==> config.mk <==
export PLATFORM = sky130hd
export DESIGN_NAME = tclr_control
export DESIGN_NICKNAME = d
export VERILOG_FILES = /design/src/hw/rtl/tclr_pkg.sv /design/src/hw/rtl/tclr_control.sv
export SDC_FILE = /design/constraint.sdc
export NUM_CORES = 1
export LEC_CHECK = 0
export ABC_CLOCK_PERIOD_IN_PS = 2800
export BUFFER_PORTS_ARGS = -buffer_cell sky130_fd_sc_hd__buf_4
export CAP_MARGIN = 20
export CORE_ASPECT_RATIO = 2
export CORE_UTILIZATION = 46
export DETAILED_ROUTE_END_ITERATION = 6
export PLACE_DENSITY = 0.67
export SYNTH_ARGS = -nofsm -noshare
export SYNTH_HDL_FRONTEND = slang
export SYNTH_SLANG_ARGS = --single-unit
==> constraint.sdc <==
create_clock -name clock -period 2.8 [get_ports clock]
set_input_delay 0.28 -clock clock [delete_from_list [all_inputs] [get_ports clock]]
set_output_delay 0.28 -clock clock [all_outputs]
set_load 0.1 [all_outputs]
==> src/hw/rtl/tclr_pkg.sv <==
// Shared types and constants for the text console line ring.
// Used by the controller, the datapath and the top level; no dependencies.
`timescale 1ns / 1ps
package tclr_pkg;

   localparam logic [7:0] LEAD_MIN = 8'h81;
   localparam logic [7:0] CH_TAB   = 8'h09;
   localparam logic [7:0] CH_NL    = 8'h0A;
   localparam logic [7:0] CH_SPACE = 8'h20;

   localparam logic [2:0] REG_LINE_WIDTH = 3'd0;
   localparam logic [2:0] REG_LINE_COUNT = 3'd1;
   localparam logic [2:0] REG_TAB_CODE   = 3'd2;
   localparam logic [2:0] REG_TRUNCATE   = 3'd3;
   localparam logic [2:0] REG_STOP       = 3'd4;

   // Datapath operations issued by the controller.
   typedef enum logic [3:0] {
      OP_NONE,
      OP_HOME,        // cursor to line 0, column 0
      OP_TERM,        // write zero terminator at cursor
      OP_ADVANCE,     // column 0, next line, scroll bookkeeping
      OP_PUT_C0,      // write first character cell at cursor
      OP_PUT_C1,      // write second character cell at cursor plus one
      OP_COL_ADD,     // column plus character width
      OP_TAB_CELL,    // write a space and step the column
      OP_READ         // issue a store read
   } dp_op_type;

   typedef struct packed {
      dp_op_type  op;
      logic [1:0] width;   // character width for OP_COL_ADD
   } dp_cmd_type;

   typedef struct packed {
      logic col_full;     // column at or past the used width
      logic no_fit;       // column plus width exceeds used width
      logic too_wide;     // width exceeds used width
      logic beyond;       // line at or past the used line count
      logic tab_done;     // tab stop or line end reached after a tab cell
   } dp_status_type;

endpackage

==> src/hw/rtl/tclr_control.sv <==
// Controller: decodes one beat into a sequence of datapath operations.
// Depends on tclr_pkg.
`timescale 1ns / 1ps
module tclr_control (
   input  logic                    clock,
   input  logic                    reset,
   input  logic                    req_tvalid,
   output logic                    req_tready,
   input  logic                    in_command,
   input  logic [7:0]              in_byte,
   input  logic                    in_eos,
   input  logic                    truncate_lines,
   input  logic                    stop_at_bottom,
   input  tclr_pkg::dp_status_type status,
   output tclr_pkg::dp_cmd_type    cmd,
   output logic [7:0]              c0,
   output logic [7:0]              c1,
   output logic                    done,
   output logic                    is_read,
   output logic                    dropped,
   input  logic                    rsp_free
);
   import tclr_pkg::*;

   typedef enum logic [3:0] {
      S_IDLE, S_CHECK, S_DECODE, S_FIT, S_FIT_ADV, S_STOP_CHK, S_WRITE0, S_WRITE1,
      S_COLADD, S_AFTER, S_TAB, S_DONE
   } state_type;

   state_type  state_ff;
   logic [7:0] byte_ff, lead_ff;
   logic       eos_ff, cmd_ff;
   logic       lead_pend_ff, skip_ff, wrapped_ff;
   logic [1:0] width_ff;
   logic       drop_ff;

   assign req_tready = state_ff == S_IDLE;
   assign done       = (state_ff == S_DONE) && rsp_free;
   assign is_read    = cmd_ff;
   assign dropped    = drop_ff;

   // Combinational operation for the current state.
   always_comb begin
      cmd.op    = OP_NONE;
      cmd.width = width_ff;
      case (state_ff)
         S_CHECK:  if (status.beyond && !stop_at_bottom) cmd.op = OP_HOME;
         S_FIT_ADV: cmd.op = OP_ADVANCE;
         S_WRITE0: cmd.op = OP_PUT_C0;
         S_WRITE1: cmd.op = OP_PUT_C1;
         S_COLADD: cmd.op = OP_COL_ADD;
         S_TAB:    cmd.op = OP_TAB_CELL;
         S_AFTER: begin
            if (status.col_full) begin
               if (!truncate_lines) cmd.op = OP_ADVANCE;
            end else if (eos_ff) begin
               cmd.op = OP_TERM;
            end
         end
         S_DECODE: begin
            if (skip_ff) begin
               if (byte_ff == CH_NL) cmd.op = OP_ADVANCE;
            end else if (!lead_pend_ff && !(wrapped_ff && byte_ff == CH_NL)
                         && byte_ff == CH_NL) begin
               cmd.op = OP_ADVANCE;
            end
         end
         S_IDLE:   if (req_tvalid && req_tready && in_command) cmd.op = OP_READ;
         default: ;
      endcase
   end

   assign c0 = lead_pend_ff ? lead_ff : byte_ff;
   assign c1 = lead_pend_ff ? byte_ff : 8'd0;

   // Sequencer state and flags.
   always_ff @(posedge clock) begin
      if (reset) begin
         state_ff     <= S_IDLE;
         lead_pend_ff <= 1'b0;
         skip_ff      <= 1'b0;
         wrapped_ff   <= 1'b0;
         lead_ff      <= 8'd0;
         drop_ff      <= 1'b0;
         cmd_ff       <= 1'b0;
         eos_ff       <= 1'b0;
         byte_ff      <= 8'd0;
         width_ff     <= 2'd1;
      end else begin
         case (state_ff)
            S_IDLE: begin
               if (req_tvalid && req_tready) begin
                  byte_ff <= in_byte;
                  eos_ff  <= in_eos;
                  cmd_ff  <= in_command;
                  drop_ff <= 1'b0;
                  state_ff <= in_command ? S_DONE : S_CHECK;
               end
            end
            S_CHECK: begin
               if (stop_at_bottom && status.beyond) begin
                  lead_pend_ff <= 1'b0;
                  skip_ff      <= 1'b0;
                  wrapped_ff   <= 1'b0;
                  drop_ff      <= 1'b1;
                  state_ff     <= S_DONE;
               end else begin
                  state_ff <= S_DECODE;
               end
            end
            S_DECODE: begin
               state_ff <= S_DONE;
               if (skip_ff) begin
                  if (byte_ff == CH_NL || eos_ff) skip_ff <= 1'b0;
                  if (byte_ff != CH_NL) drop_ff <= 1'b1;
                  wrapped_ff <= 1'b0;
               end else if (lead_pend_ff) begin
                  wrapped_ff <= 1'b0;
                  width_ff   <= 2'd2;
                  state_ff   <= S_FIT;
               end else if (wrapped_ff && byte_ff == CH_NL) begin
                  wrapped_ff <= 1'b0;
                  drop_ff    <= 1'b1;
               end else begin
                  wrapped_ff <= 1'b0;
                  if (byte_ff == CH_TAB) begin
                     state_ff <= S_TAB;
                  end else if (byte_ff >= LEAD_MIN && byte_ff != CH_NL) begin
                     if (eos_ff) begin
                        lead_ff      <= byte_ff;
                        lead_pend_ff <= 1'b1;
                        byte_ff      <= 8'd0;
                        width_ff     <= 2'd2;
                        state_ff     <= S_FIT;
                     end else begin
                        lead_ff      <= byte_ff;
                        lead_pend_ff <= 1'b1;
                     end
                  end else if (byte_ff != CH_NL) begin
                     width_ff <= 2'd1;
                     state_ff <= S_FIT;
                  end
               end
            end
            S_FIT: begin
               if (status.no_fit) begin
                  if (truncate_lines) begin
                     if (!eos_ff) skip_ff <= 1'b1;
                     drop_ff      <= 1'b1;
                     lead_pend_ff <= 1'b0;
                     state_ff     <= S_DONE;
                  end else if (status.too_wide) begin
                     drop_ff      <= 1'b1;
                     lead_pend_ff <= 1'b0;
                     state_ff     <= S_DONE;
                  end else begin
                     state_ff <= S_FIT_ADV;
                  end
               end else begin
                  state_ff <= S_WRITE0;
               end
            end
            S_FIT_ADV: state_ff <= S_STOP_CHK;
            S_STOP_CHK: begin
               // Check for the stopped case after an advance.
               if (stop_at_bottom && status.beyond) begin
                  drop_ff      <= 1'b1;
                  lead_pend_ff <= 1'b0;
                  state_ff     <= S_DONE;
               end else begin
                  state_ff <= S_WRITE0;
               end
            end
            S_WRITE0: state_ff <= (width_ff == 2'd2) ? S_WRITE1 : S_COLADD;
            S_WRITE1: state_ff <= S_COLADD;
            S_COLADD: state_ff <= S_AFTER;
            S_TAB: if (status.tab_done) state_ff <= S_AFTER;
            S_AFTER: begin
               if (status.col_full && !truncate_lines) begin
                  if (!eos_ff) wrapped_ff <= 1'b1;
                  state_ff <= S_DONE;
               end else begin
                  if (status.col_full && !eos_ff) skip_ff <= 1'b1;
                  state_ff <= S_DONE;
               end
               lead_pend_ff <= 1'b0;
            end
            // Wait here until the result register can take the beat.
            S_DONE: if (rsp_free) state_ff <= S_IDLE;
            default: state_ff <= S_IDLE;
         endcase
      end
   end
endmodule

Word-level counts from Yosys, hierarchy flattened. Index checks and enable logic that the tools add are counted.

Register bits after elaboration: 28. Input port bits: 21. Word-level logic and storage cells: 162.

Magnitude comparators: 1. Eq/ne operators: 40. Mux-type cells: 73. Bitwise logic cells: 4. Reductions and logical operators: 34.

Operators with widths (count): 2-to-1 mux 4 bit (20); 2-to-1 mux 8 bit (9); one-hot mux 4 bit (12 select lines) (1); != test 2 bit, second input constant (18); one-hot mux 4 bit (9 select lines) (1); 2-to-1 mux 1 bit (27); 2-to-1 mux 2 bit (10); equality test 4 x 3 -> 1 bit, second input constant (4); equality test 4 bit, second input constant (4); equality test 8 x 4 -> 1 bit, second input constant (2); one-hot mux 8 bit (2 select lines) (1); AND reduction 8 bit (2); != test 3 bit, second input constant (5); one-hot mux 1 bit (4 select lines) (3); AND reduction 6 bit (2); nonzero test 4 bit (3); logical AND 1 bit (11); equality test 4 x 2 -> 1 bit, second input constant (2); greater-or-equal comparator 8 bit, second input constant (1); != test 8 x 4 -> 1 bit, second input constant (1); AND reduction 7 bit (1); nonzero test 3 bit (2); zero test 1 bit (5); AND reduction 5 bit (1); other kinds (12) (16).

Depth between registers and ports, before layout. Gate-level depths: netlist of run 1.

Word-level depth: 8. Depth in mapped cells: 6. Mapped depth without buffers: 5.

Worst setup path after synthesis of run 1. Ideal clock, no wire load.

Path type: register -> output. Start: register state_ff[3]. End: output port cmd[4] (netlist name). Arrival: 3.191 ns. Path slack: -0.671 ns. Cell stages (with the launch flop): 5. Cells stage by stage: dfxtp_1 -> buf_2 -> clkbuf_1 -> inv_1 -> o31ai_1.

RTL lines: start, declared (RTL line tclr_control.sv:30) `state_type state_ff;`; start signal, assigned (RTL line tclr_control.sv:97) `state_ff <= in_command ? S_DONE : S_CHECK;`; start signal, assigned (RTL line tclr_control.sv:174) `S_WRITE0: state_ff <= (width_ff == 2'd2) ? S_WRITE1 : S_COLADD;`; end, declared (RTL line tclr_control.sv:15) `output tclr_pkg::dp_cmd_type cmd,`.

==> metrics.md, run 1 <==
| Metric | Value |
|---|---|
| Status | `complete, no violations` |
| Clk_skew | `11.9 ps` |
| Worst R2R End | `state_ff[3]$_SDFFE_PP0P_` |
| Critical path peak fanout | `16` |
| R2r setup slk | `620 ps` |
| Hold Startpoint | `in_byte[5]` |
| Total Wirelength | `5810 microns` |
| Register area | `561 sq um` |
| Period minus WS final | `2460 ps` |
| PwrDens | `1110 nW/um^2` |
| CTS sink cnt | `28` |
| Worst hold slack | `220 ps` |
| First-pass GRT wire length | `9210 microns` |
| Area grow syn2layout | `20.0%` |
| Yosys top cell area share | `27.4%` |
| Worst R2R Path Depth | `5` |
| Max VDD drop | `782 uV` |
| WHS Endpoint | `byte_ff[5]$_SDFFE_PP0P_` |
| Setup TNS | `0 ps` |
| Maxcap violations | `0` |
| H-tree levels | `1` |
| Initial antenna violation count | `0` |
| Req. time, crit path | `2520 ps` |
| Synth cell types | `69` |
| Simple-gate share of the synthesized area | `30.4%` |
| Nets | `313` |
| Static Leak | `0.940 nW` |
| Starting DRT DRC Count | `65` |
| Die area | `4730 sq um` |
| Synthesized area per cell | `8.05 sq um` |
| Postcts setup bufs | `0` |
| Antenna Cells | `0` |
| Multiplexer share of the synthesized area | `4.90%` |
| Ys async rst share | `0%` |
| Worst skew pair latency | `280 ps` |
| Starting Density | `47.6%` |
| CTS root buffer | `clkbuf_8` |
| RSZ-0062 raised after global routing | `false` |
| Layout cells sized above 1 | `27.8%` |
| Net Count, Synth | `275` |
| PostCTS Resize Cnt | `0` |
| DP Worst Slack | `643 ps` |
| Antenna-violating nets left | `0` |
| Worst r2r src | `state_ff[0]$_SDFFE_PP0P_` |
| Syn. warnings | `0` |
| Reg clk slew, reported paths | `110 ps` |
| Vias in the first global route | `1998` |
| Fillers | `434` |
| Area occupied by multi-input gates | `1320 sq um` |
| CTS Buf Count | `3` |
| I/O Pins | `47` |
| Crit path arrival time | `2180 ps` |
| I/O Buffers | `46` |
| GRT overflow | `0` |
| Die X-Extent | `49.1 microns` |
| TritonRoute pass-1 iters | `4` |
| XOR/XNOR Fraction of Synth Area | `0%` |
| Max Root-Sink Buffers | `2` |
| Count leader, synth | `dfxtp_1` |
| Post-synthesis cell count | `254` |
| Post-synth top cells | `dfxtp_1, a21oi_1, nor2_1` |
| Worst hold path type | `in2reg` |
| Post-synthesis compound-gate area fraction | `28.8%` |
| GPL Wtd Cong | `0.886` |
| DR DRC count | `0` |
| Post-synth top flop | `dfxtp_1` |
| Top cell type by total area after synthesis | `dfxtp_1` |
| Placed insts | `341` |
| Final-report hold violation count | `0` |
| Finished Layout Cells | `345` |
| Relative max-transition margin | `58.0%` |
| Setup crit end kind | `output pin` |
| #FFs+latches synth | `28` |
| Hold depth | `3` |
| Tcrit/Tclk final | `88.0%` |
| Crit start category | `register` |
| Hold-fix buffers at CTS | `0` |
| Via count | `2121` |
| Kind of critical path | `reg2out` |
| Post-DP HPWL | `4420 microns` |
| Row count | `34` |
| Synth top area cells | `dfxtp_1, a21oi_1, mux2_2, nand3_1, o21ai_1` |
| Max Clk Rate | `406 MHz` |
| Die Y | `96.3 microns` |
| Seq/Total Area, Yosys | `27.4%` |
| Post-synthesis adder-cell area fraction | `0%` |
| Core outline area | `4300 sq um` |
| Final setup fails | `0` |
| TritonCTS clock tree | `built` |
| Worst-margin pin slew | `622 ps` |
| Number of synthesized flops with an enable pin | `0` |
| GRT Total Usage | `25.1%` |
| Wire per inst | `16.8 microns` |
| Routed vias/inst | `6.15` |
| Largest family of logic cells by synthesized area | `simple AND/OR/NAND/NOR gates` |
| Final setup margin | `336 ps` |
| Max-slew violation count | `0` |
| Post-Syn Area | `2040 sq um` |
| Largest net degree at the start of global routing | `29` |
## worst max-delay path, cell delays in order, from the launching register on
cell and delay (ps):
dfxtp_1 490, or4_1 750, clkinv_2 190, and3_1 190
buf_4 290
## kinds of logic after synthesis
kind of cell,Yosys count
flops,28
simple gates,98
compound gates,90
mux,9
buf+inv,29
## cell usage in the layout, fill, tap and decap left out, types with 4 or more instances in the layout
| cell type | synthesis | final |
|---|---|---|
| a21oi_1 | 26 | 26 |
| a221oi_1 | 4 | 4 |
| and2_1 | 9 | 9 |
| buf_4 | 0 | 53 |
| dfxtp_1 | 28 | 28 |
| inv_1 | 7 | 7 |
| mux2_2 | 8 | 8 |
| nand2_1 | 14 | 14 |
| nand2b_1 | 7 | 7 |
| nand3_1 | 14 | 14 |
| nor2_1 | 15 | 15 |
| nor3_1 | 4 | 4 |
| nor4b_1 | 5 | 5 |
| o21ai_0 | 9 | 9 |
| o21ai_1 | 14 | 13 |
## metal layers
layer  global-route usage [%]  wire length (microns)  vias to the layer above
met4                     13.5                    189                        0
met2                     50.5                   3280                       66
met5                        0                      0                        -
met1                     24.5                   2150                     1004
li1                         -                      -                     1037
met3                     1.58                    190                       14
## report_power, final
group | leakage [nW] | total [mW] | internal, mW | switching (mW)
Clock | 0.0357 | 0.325 | 0.192 | 0.133
Combinational | 0.676 | 1.74 | 0.523 | 1.21
Sequential | 0.228 | 0.658 | 0.480 | 0.178
## how the worst max path moves through the flow
stage | end | slack (ps) | from
2_1_floorplan | cmd[3] | 20 | state_ff[3]$_SDFFE_PP0P_
3_3_place_gp | cmd[5] | 710 | state_ff[2]$_SDFFE_PP0P_
3_5_place_dp | state_ff[1]$_SDFFE_PP0P_ | 640 | state_ff[0]$_SDFFE_PP0P_
4_1_cts | cmd[5] | 360 | state_ff[2]$_SDFFE_PP0P_
5_1_grt | cmd[5] | 260 | state_ff[2]$_SDFFE_PP0P_
6_report | cmd[5] | 340 | state_ff[2]$_SDFFE_PP0P_
## sequential cells by signal, summed over array words and instances (netlist names)
register / count
byte_ff: 8
lead_ff: 8
state_ff: 4
width_ff: 2
dropped: 1
eos_ff: 1
is_read: 1
lead_pend_ff: 1
skip_ff: 1
wrapped_ff: 1
## metrics by stage
stage | area [sq um] | total power [mW] | utilization [%]
floorplan | 2050 | 2.03 | -
global placement | 2380 | 2.38 | 55.4
detailed placement | 2380 | 2.39 | 55.4
CTS | 2450 | 2.71 | 57.1
global route | 2450 | 2.85 | 57.1
finish | 2450 | 2.72 | 57.1
## final cells by class
type	instances	share of cell area, %
clock inverter	1	1.22
sequential	28	22.9
inverter	9	1.43
clock buffer	3	1.68
tap	54	2.76
timing repair buffer	53	16.2
multi-input combinational	197	53.8
(Power assumes the default switching activity.)
==> inputs of run 2 (changes only) <==
ABC_CLOCK_PERIOD_IN_PS = 3050   (was 2800)
clock period = 3.05 ns   (was 2.8 ns; I/O delays follow)
==> metrics.md, run 2 (synthesized netlist as in run 1, its figures left out) <==
| Metric | Value |
|---|---|
| Status | `complete, no violations` |
| Post-DP HPWL | `4230 microns` |
| Die area | `4730 sq um` |
| Largest registers | `byte_ff x8, lead_ff x8, state_ff x4` |
| Setup crit end kind | `output pin` |
| TritonCTS clock tree | `built` |
| PostCTS Resize Cnt | `0` |
| Total chip power | `2.41 mW` |
| First-pass GRT wire length | `9230 microns` |
| Req. time, crit path | `2740 ps` |
| I/O Buffers | `46` |
| CTS sink cnt | `28` |
| Period minus WS final | `2600 ps` |
| Antenna-violating nets left | `0` |
| Relative max-transition margin | `43.8%` |
| CTS Buf Count | `3` |
| Kind of critical path | `reg2out` |
| Starting DRT DRC Count | `61` |
| Worst-margin pin slew | `841 ps` |
| Via count | `2110` |
| Reg clk slew, reported paths | `90 ps` |
| Initial antenna violation count | `0` |
| H-tree levels | `1` |
| Maxcap violations | `0` |
| Area grow syn2layout | `19.0%` |
| Final setup fails | `0` |
| Vias in the first global route | `1974` |
| Commonest non-fill, non-tap cell in the layout | `buf_4` |
| Placed insts | `341` |
| Hold-fix buffers at CTS | `0` |
| Tcrit/Tclk final | `85.3%` |
| Antenna Cells | `0` |
| Setup TNS | `0 ps` |
| Max Root-Sink Buffers | `2` |
| Die Y | `96.3 microns` |
| PwrDens | `991 nW/um^2` |
| GRT Total Usage | `25.1%` |
| Max-slew violation count | `0` |
| TritonRoute pass-1 iters | `4` |
| GRT overflow | `0` |
| DR DRC count | `0` |
| Crit path arrival time | `2300 ps` |
| Crit start category | `register` |
| Layout cells sized above 1 | `27.5%` |
| Routed vias/inst | `6.12` |
| Worst hold path type | `in2reg` |
| Nets | `313` |
| RSZ-0062 raised after global routing | `false` |
| Worst skew pair latency | `280 ps` |
| Max VDD drop | `731 uV` |
| Critical path peak fanout | `21` |
| Postcts setup bufs | `0` |
| I/O Pins | `47` |
| Static Leak | `0.931 nW` |
| Total Wirelength | `5680 microns` |
| Finished Layout Cells | `345` |
| Row count | `34` |
| Largest net degree at the start of global routing | `29` |
| Starting Density | `47.6%` |
| Wire per inst | `16.5 microns` |
| Worst hold slack | `233 ps` |
| Final-report hold violation count | `0` |
| Die X-Extent | `49.1 microns` |
| Clk_skew | `2.09 ps` |
| GPL Wtd Cong | `0.869` |
| Core outline area | `4300 sq um` |
| CTS root buffer | `clkbuf_8` |
| Max Clk Rate | `384 MHz` |
| Most frequent cells in the layout | `buf_4, dfxtp_1, a21oi_1` |
run 2: cell types whose count changed in the layout (fill, tap and decap cells not counted), sizes merged:
cell,previous run,this run
bufinv,1,0
clkbuf,3,4
run 2: cell type report:
type                            count  area (sq um)
Tap cell                           54          67.6
Timing Repair Buffer               53           398
Fill cell                         424          1860
Sequential cell                    28           561
Inverter                            9          35.0
Clock buffer                        4          55.1
Multi-Input combinational cell    197          1320
run 2: through the flow:
| step | utilization [%] | setup WS, ps | instance area, sq um |
|---|---|---|---|
| 2_1_floorplan | - | 185 | 2050 |
| 3_3_place_gp | 55.3 | 815 | 2380 |
| 3_5_place_dp | 55.3 | 764 | 2380 |
| 4_1_cts | 56.6 | 448 | 2430 |
| 5_1_grt | 56.6 | 295 | 2430 |
| 6_report | 56.6 | 449 | 2430 |
run 2: worst paths after layout:
kind	startpoint	end	slack [ps]	depth (start not counted)
min	in_byte[2]	byte_ff[2]$_SDFFE_PP0P_	230	3
max reg2reg	state_ff[0]$_SDFFE_PP0P_	state_ff[3]$_SDFFE_PP0P_	760	5
max	state_ff[3]$_SDFFE_PP0P_	cmd[5]	450	4
min reg2reg	lead_ff[4]$_SDFFE_PP0P_	lead_ff[4]$_SDFFE_PP0P_	480	2
run 2: where the power goes:
part / leakage [nW] / total (mW) / switching (mW) / internal [mW]
Clock: 0.0288 / 0.232 / 0.116 / 0.116
Sequential: 0.228 / 0.627 / 0.186 / 0.440
Combinational: 0.674 / 1.55 / 1.08 / 0.476
run 2: worst max-delay path: stages, from the launching register on:
cell and delay [ps]:
dfxtp_1 540, or4_1 810, clkinv_2 180, and3_1 190, buf_4 290
run 2: metal layers:
layer / vias to the layer above / GRT usage (%) / wire (microns)
met2: 73 / 48.4 / 3100
met5: - / 0 / 0
li1: 1039 / - / -
met4: 0 / 15.4 / 242
met3: 21 / 2.53 / 199
met1: 977 / 24.9 / 2140
